===== src/design/circle_pair_collision_response_core_macros.svh =====
// ----------------------------------------------------------------------------
// Circle pair collision response assertion macros
// Shared assertion forms for the collision response core.
// ----------------------------------------------------------------------------
`ifndef CIRCLE_PAIR_COLLISION_RESPONSE_CORE_MACROS_SVH
`define CIRCLE_PAIR_COLLISION_RESPONSE_CORE_MACROS_SVH

// Check a condition in the same cycle as its trigger.
`define CPCR_ASSERT_NOW(label, ante, cons, msg) \
   label: assert property (@(posedge clock) disable iff (reset) (ante) |-> (cons)) \
      else $error(msg);

// Check a condition in the cycle after its trigger.
`define CPCR_ASSERT_NEXT(label, ante, cons, msg) \
   label: assert property (@(posedge clock) disable iff (reset) (ante) |=> (cons)) \
      else $error(msg);

`endif


===== src/design/cpcr_pkg.sv =====
// ----------------------------------------------------------------------------
// Circle pair collision response package
// Item types, context carried down the pipeline, constants and saturation.
// ----------------------------------------------------------------------------
package cpcr_pkg;

   localparam int FRACTION_BITS = 8;
   localparam int ZERO_DIST_RAW = ((3 << FRACTION_BITS) + 128) >> 8;
   localparam int ZERO_DIST     = (ZERO_DIST_RAW < 1) ? 1 : ZERO_DIST_RAW;

   localparam logic [8:0] RESTITUTION_RESET = 9'd205;
   localparam logic [1:0] ADDR_RESTITUTION  = 2'd0;

   typedef struct packed {
      logic signed [23:0] first_x;
      logic signed [23:0] first_y;
      logic signed [23:0] first_vx;
      logic signed [23:0] first_vy;
      logic        [15:0] first_radius;
      logic signed [23:0] second_x;
      logic signed [23:0] second_y;
      logic signed [23:0] second_vx;
      logic signed [23:0] second_vy;
      logic        [15:0] second_radius;
   } req_type;

   typedef struct packed {
      logic signed [23:0] new_first_x;
      logic signed [23:0] new_first_y;
      logic signed [23:0] new_first_vx;
      logic signed [23:0] new_first_vy;
      logic signed [23:0] new_second_x;
      logic signed [23:0] new_second_y;
      logic signed [23:0] new_second_vx;
      logic signed [23:0] new_second_vy;
      logic               collided;
   } rsp_type;

   // Per-item context; fields fill in as the item moves down the pipe.
   typedef struct packed {
      req_type            item;
      logic               hit;
      logic signed [17:0] dx;
      logic signed [17:0] dy;
      logic signed [24:0] dvx;
      logic signed [24:0] dvy;
      logic        [16:0] rsum;
      logic        [17:0] span;
      logic               closing;
      logic signed [18:0] sxp;
      logic signed [18:0] syp;
   } ctx_type;

   function automatic logic signed [23:0] sat24(input logic signed [31:0] v);
      logic signed [23:0] r;
      if (v > 32'sd8388607) begin
         r = 24'sh7fffff;
      end else if (v < -32'sd8388608) begin
         r = 24'sh800000;
      end else begin
         r = v[23:0];
      end
      return r;
   endfunction

endpackage


===== src/design/cpcr_sqrt.sv =====
// ----------------------------------------------------------------------------
// Pipelined integer square root
// One root bit per stage, floor result, sideband travels with each item.
// ----------------------------------------------------------------------------
module cpcr_sqrt
   import cpcr_pkg::*;
#(
   parameter int IW = 36,
   parameter int SW = 8
) (
   input  logic              clock,
   input  logic              reset,
   input  logic              en,
   input  logic              in_valid,
   input  logic [IW-1:0]     in_rad,
   input  logic [SW-1:0]     in_side,
   output logic              out_valid,
   output logic [IW/2-1:0]   out_root,
   output logic [SW-1:0]     out_side
);

   localparam int RTW  = IW / 2;
   localparam int REMW = RTW + 3;

   logic [IW-1:0]   rad_ff  [1:RTW];
   logic [REMW-1:0] rem_ff  [1:RTW];
   logic [RTW-1:0]  root_ff [1:RTW];
   logic [SW-1:0]   side_ff [1:RTW];
   logic            vld_ff  [1:RTW];

   for (genvar k = 1; k <= RTW; k++) begin : g_stage
      logic [IW-1:0]   rad_prev;
      logic [REMW-1:0] rem_prev;
      logic [RTW-1:0]  root_prev;
      logic [SW-1:0]   side_prev;
      logic            vld_prev;
      logic [REMW-1:0] cur;
      logic [REMW-1:0] trial;
      logic            take;

      if (k == 1) begin : g_first
         assign rad_prev  = in_rad;
         assign rem_prev  = '0;
         assign root_prev = '0;
         assign side_prev = in_side;
         assign vld_prev  = in_valid;
      end else begin : g_next
         assign rad_prev  = rad_ff[k-1];
         assign rem_prev  = rem_ff[k-1];
         assign root_prev = root_ff[k-1];
         assign side_prev = side_ff[k-1];
         assign vld_prev  = vld_ff[k-1];
      end

      assign cur   = {rem_prev[REMW-3:0], rad_prev[IW-1 -: 2]};
      assign trial = REMW'({root_prev, 2'b01});
      assign take  = (cur >= trial);

      always_ff @(posedge clock) begin
         if (reset) begin
            vld_ff[k] <= 1'b0;
         end else if (en) begin
            vld_ff[k] <= vld_prev;
         end
      end

      always_ff @(posedge clock) begin
         if (en) begin
            rad_ff[k]  <= rad_prev << 2;
            rem_ff[k]  <= take ? (cur - trial) : cur;
            root_ff[k] <= {root_prev[RTW-2:0], take};
            side_ff[k] <= side_prev;
         end
      end
   end

   assign out_valid = vld_ff[RTW];
   assign out_root  = root_ff[RTW];
   assign out_side  = side_ff[RTW];

endmodule


===== config.mk =====
export PLATFORM = sky130hd
export DESIGN_NAME = cpcr_sqrt
export DESIGN_NICKNAME = d
export VERILOG_FILES = /design/src/design/circle_pair_collision_response_core_macros.svh /design/src/design/cpcr_pkg.sv /design/src/design/cpcr_sqrt.sv
export SDC_FILE = /design/constraint.sdc
export NUM_CORES = 1
export LEC_CHECK = 0
export BUFFER_PORTS_ARGS = -buffer_cell sky130_fd_sc_hd__buf_2
export CAP_MARGIN = 10
export CORE_MARGIN = 3
export CORE_UTILIZATION = 40
export DETAILED_ROUTE_END_ITERATION = 10
export GPL_ROUTABILITY_DRIVEN = 0
export GPL_TIMING_DRIVEN = 0
export PLACE_DENSITY = 0.63
export SLEW_MARGIN = 10
export SYNTH_ARGS = -nofsm -noshare
export SYNTH_HDL_FRONTEND = slang
export SYNTH_SLANG_ARGS = --single-unit
export TNS_END_PERCENT = 30

===== constraint.sdc =====
create_clock -name clock -period 3.13 [get_ports clock]
set_input_delay 0.626 -clock clock [delete_from_list [all_inputs] [get_ports clock]]
set_output_delay 0.626 -clock clock [all_outputs]
set_load 0.005 [all_outputs]

=== Yosys cells after proc, flatten, opt, wreduce, memory -nomap -nowiden ===
Memories as Yosys holds them, arrays and structs flattened.
Index checks and enable logic that the tools add are counted.

* Output and inout bits: 27
* Logic and storage cells: 101
* Flip-flop bits (word level): 0
* Memories kept: 5
* Memory bits (writable): 1,476
* Input port bits: 48

* Bitwise operators: 18
* Multiplexer cells: 42
* $add $sub $neg: 18
* $lt $le $gt $ge: 18

{| class="wikitable"
|+ Memories
! memory !! words !! width !! read ports !! clocked after Yosys merged registers in !! write ports !! line !! RTL
|-
| rad_ff || 18 || 34 || 17 || 0 || 18 || cpcr_sqrt.sv:25 || <nowiki>logic [IW-1:0] rad_ff [1:RTW];</nowiki>
|-
| rem_ff || 18 || 21 || 17 || 0 || 18 || cpcr_sqrt.sv:26 || <nowiki>logic [REMW-1:0] rem_ff [1:RTW];</nowiki>
|-
| root_ff || 18 || 18 || 18 || 0 || 18 || cpcr_sqrt.sv:27 || <nowiki>logic [RTW-1:0] root_ff [1:RTW];</nowiki>
|-
| side_ff || 18 || 8 || 18 || 0 || 18 || cpcr_sqrt.sv:28 || <nowiki>logic [SW-1:0] side_ff [1:RTW];</nowiki>
|-
| vld_ff || 18 || 1 || 18 || 0 || 18 || cpcr_sqrt.sv:29 || <nowiki>logic vld_ff [1:RTW];</nowiki>
|}

{| class="wikitable"
|+ Operators by type and width
! kind !! number
|-
| $mux 21 || 18
|-
| $ge 21x20->1 || 17
|-
| $sub 21x20->21 || 17
|-
| $mux 1 || 24
|-
| $or 1x1->1 || 18
|-
| $sub 2x1->3 const B || 1
|-
| $ge 2x1->1 const B || 1
|}

=== Longest topological paths before layout ===
* Depth in word-level cells: 4
* Gate-level depth with buffers: 12
* Mapped depth without buffers: 10

=== Worst setup path after synthesis ===
Ideal clock, no wire load.

* Path kind: register to register
* From: register, netlist name rem_ff[0][211]
* To: register, netlist name rem_ff[0][238]
* Stages on the path, launching flop included: 10
* Path buffers: 2
* Path slack: 0.368 ns
* Data required time: 2.870 ns
* Period minus slack after synthesis: 2.762 ns
* Arrival time: 2.502 ns
* Cells stage by stage: edfxtp_1 -> ha_1 -> a21oi_1 -> a211oi_1 -> a211oi_1 -> nor2_1 -> or4b_1 -> clkbuf_1 -> clkbuf_1 -> mux2_2

==> impl_metrics.yaml <==
final_layout:
  drive_gt1_frac: 0.102
  fill_cells: 8831
  final_cell_area_mm2: 0.0465
  area_growth_pct: 14.0
  diodes: 0
  seq_area_mm2: 0.0282
  nets: 3316
  multi_input_area_mm2: 0.0116
  instances_no_fill: 4520
yosys:
  yosys.cell_types.count: 73
  ys_warn_count: 0
  synth_area_leaders: "edfxtp_1 (69%), ha_1 (5.8%), xor2_1 (2.5%)"
  synth_ff_type: "edfxtp_1"
  async_flop_share: 0
  syn_nets: 3125
  avgSynthCellArea_um2: 14.1
  yosys.area.top_type: "edfxtp_1"
  synth_area_mm2: 0.0408
  synth_edf_count: 940
  syn_inst: 2887
  ys_seq_area_frac: 0.692
  synth_seq_cells: 940
  netlist.area_leader.share: 0.692
route:
  totalWireLength_mm: 65.4
  vias_per_cell: 4.94
  drc_errors: 0
  drt-wirelength-per-cell_um: 14.5
  drt_iter0_drc: 1488
  num_vias: 22300
  drtAntennaViolNets: 0
  drt_pass1_iterations: 6
hold_path:
  hp-class: "in2reg"
setup_path:
  path_max_fanout: 10
  cpMostUsedCell: "clkbuf_1"
  cp-start-kind: "flip-flop"
  cp_slowest_cell: "or4b_1"
  cp-end-kind: "flip-flop"
  cp_top_family: "compound AO/OA/AOI/OAI gates"
  path_buf_inv: 2
  slowest_delay_ps: 470
  path_cells: "ha_1 -> o211ai_1 -> a211oi_1 -> a211oi_2 -> nor2_1 -> or4b_1 -> clkbuf_1 -> clkbuf_1 -> mux2_2"
  critPathKind: "reg2reg"
  crit_arrival_ps: 3500
  required_ps: 3550
place:
  dpl_cell_area_mm2: 0.0431
  io_buffers: 74
  pre_cts_slack_ps: -505
  hpwlAfterDp_mm: 44.6
  dp.cells: 4326
floorplan:
  core_mm2: 0.101
  rows: 116
  initial_core_util: 0.405
  die_area_mm2: 0.106
  die_w_um: 325
  num_io_pins: 75
  die_h_um: 325
global_routing:
  gr-total-overflow: 0
  grt_pass1_vias: 22400
  antenna_found_initial: 0
  grt_max_degree: 121
  grt_pass1_wl_mm: 107
  grt_usage: 0.123
timing:
  period_share: 0.984
  rsz0062_at_grt: "yes"
  max_freq_mhz: 325
  slew_violations: 0
  finalHoldViolCount: 0
  worst_pin_slew_ps: 768
  tns_ps: 0
  max-slew-margin-rel: 0.482
  clock_skew_ps: 19.5
  setup_violations: 0
  fin_crit_ps: 3080
  worst_slack_ps: 51.3
clock_network:
  cts-buffers-inserted: 100
  clk_pin_slew_worst_paths_ps: 60
  htree_levels: 3
  cts-hold-fix-buffers: 0
  clk_latency_ps: 670
  clock_sinks: 940
  clockRootBuffer: "clkbuf_16"
  tritoncts: "done"
  clockBufferDepth: 3
power_and_ir_drop:
  p_leak_uw: 0.0175
  ir_drop_v: 0.000484
  pwr_density_cell_mw_per_mm2: 683
  p_total_uw: 31800
status:
  status: "finished, final reports clean"
run:
  drv_cap: 0
[cell usage after synthesis, types with 42 or more instances]
| library cell | instances |
|---|---|
| o21a_1 | 52 |
| ha_1 | 190 |
| xor2_1 | 117 |
| inv_1 | 235 |
| a21oi_1 | 184 |
| nand3_1 | 42 |
| edfxtp_1 | 940 |
| a21o_1 | 42 |
| nor3_1 | 72 |
| nor2_1 | 186 |
| o21ai_0 | 132 |
| nand2_1 | 133 |
| xnor2_1 | 100 |
[cell type report]
type | instances | share of cell area
multi-input cells | 1671 | 0.250
plain buffers | 39 | 0.00387
clock inverters | 61 | 0.0128
flip-flops and latches | 940 | 0.607
repair buffers | 89 | 0.0140
inverters | 237 | 0.0191
clock buffers | 126 | 0.0564
well taps | 1357 | 0.0365
[per-stage QoR]
step	hold WS [ps]	util
after floorplan	400	-
after global placement	400	0.426
after detailed placement	405	0.428
after CTS	56.4	0.461
after global routing	69.1	0.462
final	129	0.462
[cell usage in the layout (no fill, tap or decap), drive strengths merged, types with 6 or more instances in the layout]
master	netlist	routed
ha	190	190
nor2	186	186
nor2b	29	29
buf	9	99
clkbuf	31	155
mux2	29	29
nand2b	36	36
a21boi	6	6
o31ai	22	22
o31a	9	9
a31oi	6	6
o211ai	15	16
nor3	73	73
xnor2	100	100
or2	10	10
and3	8	8
or4	20	20
nand4	21	21
nor4	35	35
a21oi	184	184
nand3b	9	9
nand2	133	133
or4b	6	6
xor2	117	117
clkinv	2	46
inv	235	241
a211oi	18	18
o22ai	9	9
bufinv	0	9
edfxtp	940	940
nand3	42	42
or3	26	26
o21ai	132	132
and2	23	23
a21o	42	42
o21bai	7	7
o21a	52	52
[where the power goes]
| part | switching, uW | internal (uW) | leakage (uW) | total (uW) |
|---|---|---|---|---|
| registers | 627 | 15500 | 0.00906 | 16100 |
| logic | 2420 | 1840 | 0.00690 | 4260 |
| clock network | 4730 | 6700 | 0.00157 | 11400 |
| total | 7770 | 24000 | 0.0175 | 31800 |
[cells by family (layout without fill, tap and decap cells)]
group | after synthesis | after routing | synth area share
simple gates | 677 | 677 | 0.0837
mux | 34 | 34 | 0.00923
compound gates | 551 | 552 | 0.0840
other cells | 1 | 1 | 0.0000920
xor+xnor | 217 | 217 | 0.0466
fa+ha+maj | 190 | 190 | 0.0583
flops | 940 | 940 | 0.692
buf+inv | 277 | 552 | 0.0260
[what timing repair did]
| action | in CTS | in global routing |
|---|---|---|
| hold endpoints to repair | 0 | 0 |
| gates cloned | 0 | 1 |
| gates resized for setup | 14 | 33 |
| pin swaps | 2 | 3 |
| setup buffers | 4 | 3 |
| endpoints found under the setup margin | 73 | 118 |
[routing by layer]
metal,up-vias,GRT usage,share of wire,routed length [um]
met2,368,0.226,0.52,34000
met3,166,0.0252,0.037,2390
met5,-,0,0,0
li1,11200,-,-,-
met1,10600,0.134,0.40,26200
met4,0,0.0572,0.042,2760
[state kept, by name, summed over array words and instances, names as in the netlist]
signal	flops
rad_ff	306
root_ff	171
vld_ff	18
rem_ff	301
side_ff	144
[final timing paths]
kind | startpoint | endpoint | slack, ps | depth (start not counted)
setup / recovery | rem_ff[0][210]$_DFFE_PP_ | rem_ff[0][240]$_DFFE_PP_ | 50 | 9
hold / removal | in_rad[30] | rad_ff[0][64]$_DFFE_PP_ | 130 | 1
setup reg to reg | rem_ff[0][210]$_DFFE_PP_ | rem_ff[0][240]$_DFFE_PP_ | 50 | 9
hold reg to reg | side_ff[3][6]$_DFFE_PP_ | side_ff[3][14]$_DFFE_PP_ | 400 | 0
(Power assumes the default switching activity.)
